--- src/design/utf8_stream_decoder_macros.svh ---
// Assertion macros shared by the decoder modules.
// Each macro expects signals named clk and rst_n in the scope where it is used.
`ifndef UTF8_STREAM_DECODER_MACROS_SVH
`define UTF8_STREAM_DECODER_MACROS_SVH

// A condition that must hold at every clock edge outside reset.
`define UTF8SD_ASSERT(label, cond, msg) \
  label: assert property (@(posedge clk) disable iff (!rst_n) (cond)) else $error(msg);

// A consequence that must hold in the same cycle as its antecedent.
`define UTF8SD_ASSERT_IMP(label, ante, cons, msg) \
  label: assert property (@(posedge clk) disable iff (!rst_n) (ante) |-> (cons)) \
    else $error(msg);

// A consequence that must hold in the cycle after its antecedent.
`define UTF8SD_ASSERT_NXT(label, ante, cons, msg) \
  label: assert property (@(posedge clk) disable iff (!rst_n) (ante) |=> (cons)) \
    else $error(msg);

`endif

--- src/design/utf8sd_pkg.sv ---
// Package for the UTF-8 stream decoder: byte range constants, result and
// queue entry types, and queue sizing. No dependencies.
`timescale 1ns / 1ps
`default_nettype none

package utf8sd_pkg;

  localparam int unsigned CP_W = 21;

  localparam logic [7:0] BYTE_ASCII_END = 8'h80;
  localparam logic [7:0] LEAD2_LO       = 8'hC2;
  localparam logic [7:0] LEAD2_HI       = 8'hDF;
  localparam logic [7:0] LEAD3_LO       = 8'hE0;
  localparam logic [7:0] LEAD3_HI       = 8'hEF;
  localparam logic [7:0] LEAD4_LO       = 8'hF0;
  localparam logic [7:0] LEAD4_HI       = 8'hF4;
  localparam logic [7:0] LEAD_ED        = 8'hED;
  localparam logic [7:0] CONT_LO        = 8'h80;
  localparam logic [7:0] CONT_HI        = 8'hBF;
  localparam logic [7:0] CONT_LO_E0     = 8'hA0;
  localparam logic [7:0] CONT_HI_ED     = 8'h9F;
  localparam logic [7:0] CONT_LO_F0     = 8'h90;
  localparam logic [7:0] CONT_HI_F4     = 8'h8F;

  localparam int unsigned QDEPTH = 4;
  localparam int unsigned QPTR_W = $clog2(QDEPTH);
  localparam int unsigned QCNT_W = $clog2(QDEPTH + 1);

  typedef struct packed {
    logic [CP_W-1:0] code_point;
    logic            bad;
  } result_t;

  // One queue entry holds every result caused by one input byte.
  typedef struct packed {
    logic    two;
    result_t res0;
    result_t res1;
  } entry_t;

  localparam result_t BAD_RESULT = '{code_point: '0, bad: 1'b1};

endpackage

`default_nettype wire

--- src/design/utf8sd_if.sv ---
// Handshake interfaces for the decoder's byte input and result output.
// The output interface depends on utf8sd_pkg for the code point width.
`timescale 1ns / 1ps
`default_nettype none

interface utf8sd_in_if;
  logic       valid;
  logic       ready;
  logic [7:0] in_byte;
  logic       end_of_input;

  modport source (output valid, output in_byte, output end_of_input, input ready);
  modport sink (input valid, input in_byte, input end_of_input, output ready);
endinterface


`default_nettype wire

--- src/design/utf8sd_front.sv ---
// Front end: accepts bytes, tracks the open sequence and forms the results of
// each byte as one queue entry. Depends on utf8sd_pkg, utf8sd_if and the macros.
`timescale 1ns / 1ps
`default_nettype none
`include "utf8_stream_decoder_macros.svh"

module utf8sd_front
  import utf8sd_pkg::*;
(
  input  wire logic    clk,
  input  wire logic    rst_n,
  utf8sd_in_if.sink    in_ch,
  input  wire logic    q_full,
  output logic         q_push,
  output entry_t       q_entry
);

  logic [1:0]      rem_r, rem_nxt;
  logic [CP_W-1:0] part_r, part_nxt;
  logic [7:0]      lo_r, lo_nxt;
  logic [7:0]      hi_r, hi_nxt;

  logic [7:0]      b;
  logic            eoi;
  logic            acc;
  logic            in_range;
  logic            cont;
  logic            brk;
  logic            complete;
  logic            is_ascii, is_2, is_3, is_4, is_inv;
  logic            lead_put;
  logic            open_after;
  logic            eoi_bad;
  logic [CP_W-1:0] shifted;
  result_t         lead_res;
  result_t         done_res;

  assign b   = in_ch.in_byte;
  assign eoi = in_ch.end_of_input;
  assign in_ch.ready = !q_full;
  assign acc = in_ch.valid && !q_full;

  assign in_range = (b >= lo_r) && (b <= hi_r);
  assign cont     = (rem_r != 2'd0) && in_range;
  assign brk      = (rem_r != 2'd0) && !in_range;
  assign complete = cont && (rem_r == 2'd1);
  assign shifted  = {part_r[CP_W-7:0], b[5:0]};

  assign is_ascii = b < BYTE_ASCII_END;
  assign is_2     = (b >= LEAD2_LO) && (b <= LEAD2_HI);
  assign is_3     = (b >= LEAD3_LO) && (b <= LEAD3_HI);
  assign is_4     = (b >= LEAD4_LO) && (b <= LEAD4_HI);
  assign is_inv   = !(is_ascii || is_2 || is_3 || is_4);

  assign lead_put   = !cont && (is_ascii || is_inv);
  assign open_after = cont ? (rem_r != 2'd1) : (is_2 || is_3 || is_4);
  assign eoi_bad    = eoi && open_after;

  assign lead_res = is_ascii ? result_t'{code_point: {{(CP_W-8){1'b0}}, b}, bad: 1'b0}
                             : BAD_RESULT;
  assign done_res = '{code_point: shifted, bad: 1'b0};

  always_comb begin
    q_entry.two  = brk && (lead_put || eoi_bad);
    q_entry.res0 = brk ? BAD_RESULT :
                   complete ? done_res :
                   lead_put ? lead_res : BAD_RESULT;
    q_entry.res1 = lead_put ? lead_res : BAD_RESULT;
    q_push       = acc && (brk || complete || lead_put || eoi_bad);
  end

  always_comb begin
    rem_nxt  = rem_r;
    part_nxt = part_r;
    lo_nxt   = lo_r;
    hi_nxt   = hi_r;
    if (acc) begin
      lo_nxt = CONT_LO;
      hi_nxt = CONT_HI;
      if (cont) begin
        rem_nxt  = rem_r - 2'd1;
        part_nxt = complete ? '0 : shifted;
      end else if (is_2) begin
        rem_nxt  = 2'd1;
        part_nxt = {{(CP_W-5){1'b0}}, b[4:0]};
      end else if (is_3) begin
        rem_nxt  = 2'd2;
        part_nxt = {{(CP_W-4){1'b0}}, b[3:0]};
        if (b == LEAD3_LO) begin
          lo_nxt = CONT_LO_E0;
        end else if (b == LEAD_ED) begin
          hi_nxt = CONT_HI_ED;
        end
      end else if (is_4) begin
        rem_nxt  = 2'd3;
        part_nxt = {{(CP_W-3){1'b0}}, b[2:0]};
        if (b == LEAD4_LO) begin
          lo_nxt = CONT_LO_F0;
        end else if (b == LEAD4_HI) begin
          hi_nxt = CONT_HI_F4;
        end
      end else begin
        rem_nxt  = 2'd0;
        part_nxt = '0;
      end
      if (eoi_bad) begin
        rem_nxt  = 2'd0;
        part_nxt = '0;
        lo_nxt   = CONT_LO;
        hi_nxt   = CONT_HI;
      end
    end
  end

  always_ff @(posedge clk) begin
    if (!rst_n) begin
      rem_r  <= 2'd0;
      part_r <= '0;
      lo_r   <= CONT_LO;
      hi_r   <= CONT_HI;
    end else begin
      rem_r  <= rem_nxt;
      part_r <= part_nxt;
      lo_r   <= lo_nxt;
      hi_r   <= hi_nxt;
    end
  end

  // With no sequence open the gathered bits and bounds are at their idle values.
  `UTF8SD_ASSERT_IMP(a_idle_state, rem_r == 2'd0,
    (part_r == '0) && (lo_r == CONT_LO) && (hi_r == CONT_HI), "idle state not clear")
  `UTF8SD_ASSERT_NXT(a_eoi_closes, acc && eoi, rem_r == 2'd0, "sequence open after end")
  `UTF8SD_ASSERT_IMP(a_two_needs_brk, q_push && q_entry.two, q_entry.res0.bad,
    "second result without a leading bad mark")

endmodule

`default_nettype wire

--- src/flat_wrapper.sv ---
// flat-port wrapper written by rule: the top's interface ports become plain ports
module utf8sd_front_flat import utf8sd_pkg::*;
  (clk, rst_n, q_full, q_push, q_entry, in_ch_valid, in_ch_in_byte, in_ch_end_of_input, in_ch_ready);
  utf8sd_in_if in_ch_i ();
  input  wire logic clk;
  input  wire logic rst_n;
  input  wire logic q_full;
  output logic q_push;
  output entry_t q_entry;
  input wire logic [$bits(in_ch_i.valid)-1:0] in_ch_valid;
  input wire logic [$bits(in_ch_i.in_byte)-1:0] in_ch_in_byte;
  input wire logic [$bits(in_ch_i.end_of_input)-1:0] in_ch_end_of_input;
  output wire logic [$bits(in_ch_i.ready)-1:0] in_ch_ready;
  assign in_ch_i.valid = in_ch_valid;
  assign in_ch_i.in_byte = in_ch_in_byte;
  assign in_ch_i.end_of_input = in_ch_end_of_input;
  assign in_ch_ready = in_ch_i.ready;
  utf8sd_front u_core (.clk(clk), .rst_n(rst_n), .in_ch(in_ch_i), .q_full(q_full), .q_push(q_push), .q_entry(q_entry));
endmodule
--- config.mk ---
export PLATFORM = sky130hd
export DESIGN_NAME = utf8sd_front_flat
export DESIGN_NICKNAME = d
export VERILOG_FILES = /design/src/design/utf8sd_pkg.sv /design/src/design/utf8sd_if.sv /design/src/design/utf8sd_front.sv /design/src/flat_wrapper.sv
export VERILOG_INCLUDE_DIRS = /design/src /design/src/design
export SDC_FILE = /design/constraint.sdc
export NUM_CORES = 1
export LEC_CHECK = 0
export ABC_AREA = 1
export BUFFER_PORTS_ARGS = -buffer_cell sky130_fd_sc_hd__buf_2
export CAP_MARGIN = 10
export CELL_PAD_IN_SITES_DETAIL_PLACEMENT = 0
export CELL_PAD_IN_SITES_GLOBAL_PLACEMENT = 1
export CORE_MARGIN = 5
export CORE_UTILIZATION = 33
export DETAILED_ROUTE_END_ITERATION = 10
export PLACE_DENSITY_LB_ADDON = 0.12
export SKIP_LAST_GASP = 1
export SLEW_MARGIN = 20
export SYNTH_ARGS = -nofsm -noshare
export SYNTH_HDL_FRONTEND = slang
export SYNTH_SLANG_ARGS = --single-unit
--- constraint.sdc ---
create_clock -name clk -period 2.3 [get_ports clk]
set_clock_uncertainty 0.05 [all_clocks]
set_input_delay 0.23 -clock clk [delete_from_list [all_inputs] [get_ports clk]]
set_output_delay 0.23 -clock clk [all_outputs]
set_load 0.01 [all_outputs]
==> out/qor.txt <==
outcome - finished, final reports clean
routed len/inst - 11.0 microns
# port buffers - 45
DR WL met2 - 2.03 mm
First DRT Iteration DRCs - 80
RSZ-0062 raised after global routing - yes
PwrDens - 400 mW/mm^2
post-cts hold buffer count - 0
hold_sp - rst_n
Root Buffer - clkbuf_8
Synth-to-Final Area Change - 23.7%
Slew @ Worst Pin - 638 ps
share of layout cells above drive strength 1 - 0.242
critical path class - reg2out
CP Capture Type - output pin
Initial Util - 0.344
H-tree depth - 1
Post-Syn Instances - 281
final weighted congestion in routability-driven placement - 0.850
CP Data Required Time - 2020 ps
core area - 0.00482 sq mm
CTS Buf Count - 3
endpoints failing setup - 0
commonest non-fill, non-tap cell in the layout - nor2_1
post-DR vias/cell - 4.32
CTS sink cnt - 21
Final Hold Viols - 0
Rows - 25
Inserted Diodes - 0
CTS tree - yes
Final ANT Viol Nets - 0
warnings from Yosys - 0
Fillers - 566
Max Freq - 465 MHz
Reg-to-Reg Start - u_core.lo_r[5]
most frequent cells in the layout - 90 x nor2_1, 45 x buf_2, 44 x nand2_1, 39 x inv_1, 19 x dfxtp_1
Worst IR Drop VDD - 0.267 mV
worst hold path class - in2reg
final slew viol count - 0
Lkg Pwr - 1.02 nW
post-layout util - 0.426
DRC viols - 0
area of the die - 0.00655 sq mm
Total Power - 0.000821 W
crit path launch type - register
M1 WL - 2.14 mm
clk_lat worst skew - 260 ps
Relative slew margins - 0.574
DR vias - 1719
initial antenna violation count - 0
WL met3 - 203 microns
clk slew on worst S/H paths - 80 ps
Die X - 80.9 microns
placed cell count - 387
GRT Util Overall - 0.145
synthesized area - 0.00166 sq mm
first-pass GRT wire length - 7.59 mm
Arr. time, crit path - 1870 ps
Layout Nets - 351
Die Height - 80.9 microns
hpwl dp - 3.42 mm
syn_area_per_cell - 5.90 sq um
Tmin final - 2150 ps
Clock Tree Buf Depth - 2
WL final - 4.39 mm
pin count of the biggest net entering global routing - 26
Unique masters post-synth - 27
grt ovf - 0
register area share after synthesis - 0.253
final std cells w/o fill - 398
Ports - 60
highest metal used - met4
maxcap violations - 0
Fin Hold WS - 165 ps
vias in the first global route - 1640
CP startpoint - u_core.lo_r[5]
number of synthesized register bits - 21
drt pass-1 iters - 4
period utilization - 0.934
top fanout value on the critical path - 7
-- repair_timing --
item,in CTS,in global routing
gates resized for setup,0,14
endpoints found under the hold margin,0,0
gates cloned,0,0
pin swaps,0,8
endpoints found under the setup margin,8,24
setup buffers,1,6
-- cells by family after synthesis --
logic type | synth area share
AO/OA/AOI/OAI | 0.0739
adder cells (fa/ha/maj) | 0.0452
buffers and inverters | 0.183
flip-flops | 0.253
other | 0.00226
AND/OR/NAND/NOR | 0.442
-- worst paths after layout --
kind	endpoint	cells after the start	slack, ps
max	q_entry[27]	11	150
min	u_core.rem_r[1]	3	170
max reg2reg	u_core.part_r[5]	13	420
min reg2reg	u_core.hi_r[5]	2	420
-- through the flow --
step / area (sq um) / TNS, ps / setup WS [ps]
after floorplan: 1710 / 0 / 461
after global placement: 1900 / 0 / 222
after detailed placement: 1900 / 0 / 183
after CTS: 1950 / 0 / 5.47
after global routing: 2050 / -29.3 / -20.8
final: 2050 / 0 / 152
-- area by class of cell --
type | instances | area [sq um] | area share
multi-input cells | 208 | 1030 | 0.502
flip-flops and latches | 21 | 423 | 0.206
repair buffers | 56 | 312 | 0.152
inverters | 42 | 158 | 0.0768
well taps | 67 | 83.8 | 0.0409
clock buffers | 3 | 41.3 | 0.0201
clock inverters | 1 | 5.00 | 0.00244
-- layer usage --
layer | global-route usage | up-vias
li1 | - | 931
met1 | 0.198 | 758
met2 | 0.241 | 28
met3 | 0.0310 | 2
met4 | 0.0203 | 0
met5 | 0 | -
-- cells in the mapped netlist --
library cell | instances | area [sq um]
nor3_1 | 3 | 15.0
dfxtp_1 | 21 | 420
nand4_4 | 1 | 21.3
nor4_1 | 1 | 6.26
nand2_1 | 46 | 173
buf_4 | 14 | 105
o21ai_1 | 1 | 5.00
a21oi_1 | 13 | 65.1
a21boi_0 | 1 | 7.51
nand2_2 | 2 | 12.5
nor2_1 | 91 | 342
ha_1 | 6 | 75.1
o21ai_2 | 1 | 8.76
nand4_1 | 11 | 68.8
nand2_4 | 2 | 22.5
nor2_2 | 2 | 12.5
clkinv_1 | 1 | 3.75
o21ai_0 | 4 | 20.0
conb_1 | 1 | 3.75
buf_6 | 1 | 11.3
nand3_1 | 5 | 25.0
clkbuf_1 | 8 | 30.0
a31oi_1 | 1 | 6.26
a21bo_1 | 1 | 10.0
inv_1 | 40 | 150
inv_2 | 1 | 3.75
nand3_4 | 2 | 35.0
-- where the power goes --
group / leakage [nW] / total, W / internal (W) / switching (W)
sequential: 0.170 / 0.000372 / 0.000369 / 0.00000293
combinational: 0.822 / 0.000205 / 0.0000704 / 0.000134
clock: 0.0255 / 0.000245 / 0.000121 / 0.000124
total: 1.02 / 0.000821 / 0.000560 / 0.000261
-- registers in the layout, indices dropped and copies added, names as in the netlist --
name / cells
u_core.part_r: 15
u_core.hi_r: 2
u_core.lo_r: 2
u_core.rem_r: 2
-- critical path, stage by stage (launching register included) --
cell and delay [ps]:
dfxtp_2 340, inv_2 50, ha_4 260, inv_1 30
o21ai_1 100, nand2_1 90, nand2_4 120, nand3_4 100
nor2_2 180, o21ai_4 100, nor2_1 90, buf_2 130
No activity file was read; power rests on OpenSTA's default activity.
