[config.mk]
export PLATFORM = sky130hd
export DESIGN_NAME = utf8sd_queue
export DESIGN_NICKNAME = d
export VERILOG_FILES = /design/src/design/utf8sd_pkg.sv /design/src/design/utf8sd_queue.sv
export VERILOG_INCLUDE_DIRS = /design/src /design/src/design
export SDC_FILE = /design/constraint.sdc
export NUM_CORES = 1
export LEC_CHECK = 0
export BUFFER_PORTS_ARGS = -buffer_cell sky130_fd_sc_hd__buf_2
export CORE_MARGIN = 2
export CORE_UTILIZATION = 45
export DETAILED_ROUTE_END_ITERATION = 10
export SYNTH_ARGS = -nofsm -noshare
export SYNTH_HDL_FRONTEND = slang
export SYNTH_SLANG_ARGS = --single-unit
[constraint.sdc]
create_clock -name clk -period 5.2 [get_ports clk]
set_input_delay 0.26 -clock clk [delete_from_list [all_inputs] [get_ports clk]]
set_output_delay 0.26 -clock clk [all_outputs]
set_load 0.02 [all_outputs]
[src/design/utf8_stream_decoder_macros.svh]
// Assertion macros shared by the decoder modules.
// Each macro expects signals named clk and rst_n in the scope where it is used.
`ifndef UTF8_STREAM_DECODER_MACROS_SVH
`define UTF8_STREAM_DECODER_MACROS_SVH

// A condition that must hold at every clock edge outside reset.
`define UTF8SD_ASSERT(label, cond, msg) \
  label: assert property (@(posedge clk) disable iff (!rst_n) (cond)) else $error(msg);

// A consequence that must hold in the same cycle as its antecedent.
`define UTF8SD_ASSERT_IMP(label, ante, cons, msg) \
  label: assert property (@(posedge clk) disable iff (!rst_n) (ante) |-> (cons)) \
    else $error(msg);

// A consequence that must hold in the cycle after its antecedent.
`define UTF8SD_ASSERT_NXT(label, ante, cons, msg) \
  label: assert property (@(posedge clk) disable iff (!rst_n) (ante) |=> (cons)) \
    else $error(msg);

`endif

[src/design/utf8sd_pkg.sv]
// Package for the UTF-8 stream decoder: byte range constants, result and
// queue entry types, and queue sizing. No dependencies.
`timescale 1ns / 1ps
`default_nettype none

package utf8sd_pkg;

  localparam int unsigned CP_W = 21;

  localparam logic [7:0] BYTE_ASCII_END = 8'h80;
  localparam logic [7:0] LEAD2_LO       = 8'hC2;
  localparam logic [7:0] LEAD2_HI       = 8'hDF;
  localparam logic [7:0] LEAD3_LO       = 8'hE0;
  localparam logic [7:0] LEAD3_HI       = 8'hEF;
  localparam logic [7:0] LEAD4_LO       = 8'hF0;
  localparam logic [7:0] LEAD4_HI       = 8'hF4;
  localparam logic [7:0] LEAD_ED        = 8'hED;
  localparam logic [7:0] CONT_LO        = 8'h80;
  localparam logic [7:0] CONT_HI        = 8'hBF;
  localparam logic [7:0] CONT_LO_E0     = 8'hA0;
  localparam logic [7:0] CONT_HI_ED     = 8'h9F;
  localparam logic [7:0] CONT_LO_F0     = 8'h90;
  localparam logic [7:0] CONT_HI_F4     = 8'h8F;

  localparam int unsigned QDEPTH = 4;
  localparam int unsigned QPTR_W = $clog2(QDEPTH);
  localparam int unsigned QCNT_W = $clog2(QDEPTH + 1);

  typedef struct packed {
    logic [CP_W-1:0] code_point;
    logic            bad;
  } result_t;

  // One queue entry holds every result caused by one input byte.
  typedef struct packed {
    logic    two;
    result_t res0;
    result_t res1;
  } entry_t;

  localparam result_t BAD_RESULT = '{code_point: '0, bad: 1'b1};

endpackage

`default_nettype wire

[src/design/utf8sd_queue.sv]
// Short queue of result entries between the front and back ends.
// Depends on utf8sd_pkg and the assertion macros.
`timescale 1ns / 1ps
`default_nettype none
`include "utf8_stream_decoder_macros.svh"

module utf8sd_queue
  import utf8sd_pkg::*;
(
  input  wire logic   clk,
  input  wire logic   rst_n,
  input  wire logic   push,
  input  wire entry_t push_entry,
  input  wire logic   pop,
  output logic        full,
  output logic        not_empty,
  output entry_t      head
);

  entry_t            slot_r [QDEPTH];
  logic [QPTR_W-1:0] wr_r, wr_nxt;
  logic [QPTR_W-1:0] rd_r, rd_nxt;
  logic [QCNT_W-1:0] cnt_r, cnt_nxt;

  assign full      = cnt_r == QCNT_W'(QDEPTH);
  assign not_empty = cnt_r != '0;
  assign head      = slot_r[rd_r];

  always_comb begin
    wr_nxt  = push ? wr_r + 1'b1 : wr_r;
    rd_nxt  = pop ? rd_r + 1'b1 : rd_r;
    cnt_nxt = cnt_r + QCNT_W'(push) - QCNT_W'(pop);
  end

  always_ff @(posedge clk) begin
    if (push) begin
      slot_r[wr_r] <= push_entry;
    end
  end

  always_ff @(posedge clk) begin
    if (!rst_n) begin
      wr_r  <= '0;
      rd_r  <= '0;
      cnt_r <= '0;
    end else begin
      wr_r  <= wr_nxt;
      rd_r  <= rd_nxt;
      cnt_r <= cnt_nxt;
    end
  end

  `UTF8SD_ASSERT(a_cnt_bound, cnt_r <= QCNT_W'(QDEPTH), "queue count beyond depth")

endmodule

`default_nettype wire

==> impl_results.md, run 1 <==
- H-tree Lvls: 4
- Fin. Hold Viols: 0
- Mapped Avg Cell Area: approximately 25 um^2
- Final Cycle Share: 47.7%
- Slowest library cell on the worst path: dfxtp_4
- Final wirelength: between 10000 and 15000 um
- Critical Path Source Type: flop
- Crit-path cells: mux4_1 > buf_2
- Max Slew Vio Count: 0
- Top-area cell type share of the netlist area: between 70% and 80%
- R2R cell count: 4
- Yosys warnings: 0
- Synth area leader: edfxtp_1
- Postcts setup bufs: 0
- Pwr Density: 405 nW/um^2
- Global-route wire length before repair: ~18000 um
- TNS Setup: 0 ns
- Initial Util: a little under half
- CP max FO: between 40 and 50
- Gr usage total: 15.1%
- Hold_buf cts: 0
- MaxCap Viol Count: 0
- DR vias/cell: 5.21
- # diodes: 0
- Antenna-violating nets left: 0
- Post-synth cell types: 21
- Clk pin slew, worst setup/hold paths: roughly 0.070 ns
- Drt first-iter violations: approximately 260
- F_max: 403 MHz
- Nets: between 400 and 500
- Top cells by area, synth: edfxtp_1 77%, mux4_2 13%, dfxtp_1 2.6%
- Syn Nets: 334
- Most common cell after layout, fill and taps aside: edfxtp_1
- Buffers on Ports: between 90 and 100
- Crit path DAT: 2.22 ns
- Clock Latency Late Sink: 0.42 ns
- Leak pwr: between 2 and 3 nW
- Initial antenna violation count: 0
- Total global routing overflow: 0
- Clock tree from TritonCTS: done
- GPL Wtd Cong: slightly below 0.7
- Num ports: 96
- Clock Path Buffers: 2
- Root Buffer: clkbuf_16
- Core box area: 15200 um^2
- CP max stage delay: around 0.97 ns
- Peak supply drop: 0.249 mV
- HPWL after DPL: 6730 um
- Post-cts resize count: 0
- Area Overhead vs Synth: 16.9%
- Final setup vio count: 0
- Fillers: ~1.2k
- Design Power: roughly 0.0033 W
- Hold crit path type: in2reg
- Largest net degree at the start of global routing: 46
- Hold Path Stages: 1
- CTS sink cnt: roughly 190
- Critical path type: reg2out
- CTS Buf Count: 17
- Remaining DRCs: 0
- Max-slew headroom at the worst pin: 38.0%
- Syn Inst Count: about 280
- Layout cells sized above 1: a little over two fifths
- Row count: between 40 and 50
- Die height: roughly 130 um
- Horiz. Die Dim: between 100 and 150 um
- Most frequent cells in the layout: 180 x edfxtp_1, 95 x buf_2, 40 x mux4_2
- Worst-Margin Slew: roughly 0.93 ns
- Worst setup EP type: primary output
- Status: completed
- Final worst path period need: roughly 2.5 ns
- Worst endpoint required time: about 5 ns
- Seq/Total Area, Yosys: 79.8%
- Clk_skew: roughly 0.0061 ns
- Vias in the first global route: 3250
- RSZ-0062 raised after global routing: no
- Die area: 16600 um^2
- Mapped Area: between 6000 and 7000 um^2
- Synthesis-stage register bit count: approximately 190
- Hold_ws: approximately 0.054 ns
- Vias: 3065
- Pre-Repair DR Iteration Count: 4
- Drt wl/cell: between 15 and 20 um
==> synth_stat cells <==
cell type and number:
edfxtp_1 180, a21bo_2 1, buf_2 4, clkbuf_2 1, xor3_1 1, a21oi_1 1, mux4_1 5, ha_1 6
nand3b_1 1, dfxtp_1 9, nor2_1 5, buf_6 1, buf_12 4, fa_1 1, and3_1 1, xnor2_1 2
inv_1 7, mux4_2 40, and2_1 6, or3_1 1, mux2i_1 1
==> critical path, delay by kind of cell (launching register included) <==
family,cells,cell delay (ns)
mux,1,0.64
flops,1,0.97
buf+inv,1,0.17
==> routing by layer <==
metal | up-vias | track usage, % | wire, um
li1 | 1385 | - | -
met1 | 1589 | 19.7 | 5120
met2 | 78 | 23.3 | 5710
met3 | 13 | 5.70 | 715
met4 | 0 | 5.50 | 146
met5 | - | 0 | 0
==> power by group <==
part | leakage [nW] | internal (W) | switching [W]
Combinational | 0.808 | 0.000154 | 0.000190
Clock | 0.277 | 0.000675 | 0.000501
Sequential | 1.73 | 0.00175 | 0.0000426
==> area by class of cell <==
class / instances / area, um^2 / share of cell area (%)
Tap cell: 188 / 235 / 2.87
Clock buffer: 24 / 504 / 6.16
Multi-Input combinational cell: 72 / 1270 / 15.6
Sequential cell: 189 / 5590 / 68.3
Timing Repair Buffer: 100 / 513 / 6.27
Inverter: 7 / 26.3 / 0.321
Clock inverter: 8 / 40.0 / 0.489
==> worst paths after layout <==
check / from / endpoint / slack, ns
setup / recovery: flop / head[41] / 2.72
hold / removal: push_entry[25] / slot_r[0][25]$_DFFE_PP_ / 0.05
setup reg to reg: wr_r[0]$_SDFFE_PN0P_ / slot_r[2][22]$_DFFE_PP_ / 3.37
hold reg to reg: rd_r[1]$_SDFFE_PN0P_ / flop / 0.55
==> per-stage QoR <==
step	instances	area [um^2]	util (%)	setup slack [ns]
2_1_floorplan	278	7000	-	3.17
3_3_place_gp	556	7640	50.3	3.08
3_5_place_dp	556	7640	50.3	3.07
4_1_cts	588	8180	53.8	2.61
5_1_grt	588	8180	53.8	2.50
6_report	588	8180	53.8	2.72
==> logic make-up (layout without fill, tap and decap cells) <==
group	Yosys count	in the layout	synth area share, %
compound gates	2	2	0.214
xor+xnor	3	3	0.590
fa+ha+maj	7	7	1.36
buf+inv	17	139	2.04
flops	189	189	79.8
mux	46	46	14.9
simple gates	14	14	1.09
==> state kept, by name, summed over array words and instances (netlist names), named ones only <==
| signal | flops |
|---|---|
| cnt_r | 3 |
| rd_r | 2 |
| slot_r | 180 |
| wr_r | 2 |
(Power assumes the default switching activity.)
==> run 2, diff against run 1 <==
==> constraint.sdc (replaced) <==
create_clock -name clk -period 2.54 [get_ports clk]
set_input_delay 0.127 -clock clk [delete_from_list [all_inputs] [get_ports clk]]
set_output_delay 0.127 -clock clk [all_outputs]
set_load 0.02 [all_outputs]
==> impl_results.md, run 2 (synthesis gave the netlist of run 1 again) <==
- Global-route wire length before repair: around 18000 um
- Final Cycle Share: between 80 and 90%
- Clock network power share: about 39%
- Largest register FFs: between 150 and 200
- Fillers: about 1.1k
- Final setup vio count: 0
- Comb pwr share: between 10% and 20%
- Horiz. Die Dim: 129 um
- Worst-Margin Slew: about 0.46 ns
- Clock tree from TritonCTS: done
- CTS Buf Count: 17
- Area Overhead vs Synth: 26.3%
- HPWL after DPL: about 6900 um
- Max Slew Vio Count: 0
- RSZ-0062 raised after global routing: no
- Critical path type: reg2out
- Most frequent cells in the layout: 180 x edfxtp_1, 95 x buf_2, 46 x dlygate4sd3_1
- Buffers on Ports: between 90 and 100
- Clock Latency Late Sink: approximately 0.42 ns
- Clk_skew: between 0.003 and 0.004 ns
- Layout cells sized above 1: 40.4%
- Total global routing overflow: 0
- Peak supply drop: roughly 0.48 mV
- Slowest library cell on the worst path: dfxtp_4
- Status: completed
- # diodes: 0
- R2R cell count: 7
- Reg area: 5590 um^2
- Worst endpoint required time: between 2 and 2.5 ns
- Top reg by flops: slot_r
- Gr usage total: around 15%
- Sw Ratio: between 20% and 30%
- Post-cts resize count: 0
- Core box area: about 15000 um^2
- Final worst path period need: 2.20 ns
- Leak pwr: roughly 3 nW
- Drt first-iter violations: 216
- F_max: ~460 MHz
- Biggest regs: slot_r (180), cnt_r (3)
- Die height: approximately 130 um
- Vias in the first global route: ~3.4k
- Die area: roughly 17000 um^2
- Root Buffer: clkbuf_16
- Seq pwr share: around 50%
- Worst setup EP type: primary output
- Final wirelength: roughly 12000 um
- CP max stage delay: ~0.63 ns
- Critical Path Source Type: flop
- Largest net degree at the start of global routing: 46
- Clock Path Buffers: 2
- Initial antenna violation count: 0
- Crit-path cells: buf_4 > mux4_2 > buf_2
- Vias: about 3.2k
- Fin. Hold Viols: 0
- Area of the multi-input gates: 1270 um^2
- P_int: 0.00571 W
- H-tree Lvls: 4
- Row count: 45
- DR vias/cell: roughly 5.1
- Max-slew headroom at the worst pin: 69.5%
- Antenna-violating nets left: 0
- CP max FO: 22
- Nets: between 400 and 500
- Utilization after layout: between 50% and 60%
- Crit path DAT: around 2.1 ns
- CTS sink cnt: between 150 and 200
- Clk pin slew, worst setup/hold paths: 0.06 ns
- TNS Setup: 0 ns
- Pre-Repair DR Iteration Count: 4
- MaxCap Viol Count: 0
- GPL Wtd Cong: 0.689
- Pwr Density: 824 nW/um^2
- Drt wl/cell: approximately 18 um
- Remaining DRCs: 0
- Psw: ~0.0016 W
- Initial Util: between 40% and 50%
- Num ports: 96
- Most common cell after layout, fill and taps aside: edfxtp_1
- Hold Path Stages: 3
- Hold crit path type: in2reg
==> run 2: layout make-up <==
type / instances / area share [%]
multi-input combinational: 72 / 14.4
timing repair buffer: 150 / 12.1
inverter: 7 / 0.297
clock inverter: 14 / 2.45
clock buffer: 18 / 4.86
tap: 188 / 2.66
sequential: 189 / 63.3
==> run 2: final timing paths <==
kind,endpoint,slack (ns),start
worst min register to register,flop,0.54,rd_r[0]$_SDFFE_PN0P_
worst min-delay path,wr_r[0]$_SDFFE_PN0P_,0.04,push
worst max-delay path,head[24],0.34,flop
worst max register to register,cnt_r[2]$_SDFF_PN0_,0.80,cnt_r[0]$_SDFF_PN0_
==> run 2: what timing repair did <==
| action | 4_1_cts | 5_1_grt |
|---|---|---|
| hold endpoints to repair | 182 | 0 |
| buffers inserted | 0 | 0 |
| hold buffers | 46 | 0 |
==> run 2: worst max-delay path, delay by kind of cell (launching register included) <==
| family | cells | cell delay (ns) |
|---|---|---|
| DFF | 1 | 0.63 |
| buffers and inverters | 2 | 0.48 |
| muxes | 1 | 0.52 |
==> run 2: power groups by stage <==
| stage | combinational, W | clock (W) | sequential, W |
|---|---|---|---|
| 6_report | 0.000807 | 0.00283 | 0.00365 |
| 5_1_grt | 0.000880 | 0.00299 | 0.00366 |
| 4_1_cts | 0.000826 | 0.00288 | 0.00365 |
| 3_5_place_dp | 0.000768 | 0 | 0.00372 |
| 3_3_place_gp | 0.000756 | 0 | 0.00371 |
| 2_1_floorplan | 0.000538 | 0 | 0.00368 |
==> run 2: layer usage <==
| metal | track usage, % | vias up | share of wire [%] |
|---|---|---|---|
| li1 | - | 1491 | - |
| met1 | 20.7 | 1667 | 44 |
| met2 | 23.9 | 79 | 49 |
| met3 | 4.53 | 12 | 5.4 |
| met4 | 6.52 | 0 | 1.5 |
| met5 | 0 | - | 0 |
==> run 2: through the flow <==
stage	cell area [um^2]	setup slack, ns	hold slack, ns	cells	power [W]
3_3_place_gp	7730	0.747	0.338	560	0.00447
4_1_cts	8840	0.252	0.0266	638	0.00736
6_report	8840	0.343	0.0406	638	0.00728
3_5_place_dp	7730	0.715	0.342	560	0.00449
5_1_grt	8840	0.192	0.0495	638	0.00754
2_1_floorplan	7000	0.511	0.226	278	0.00422
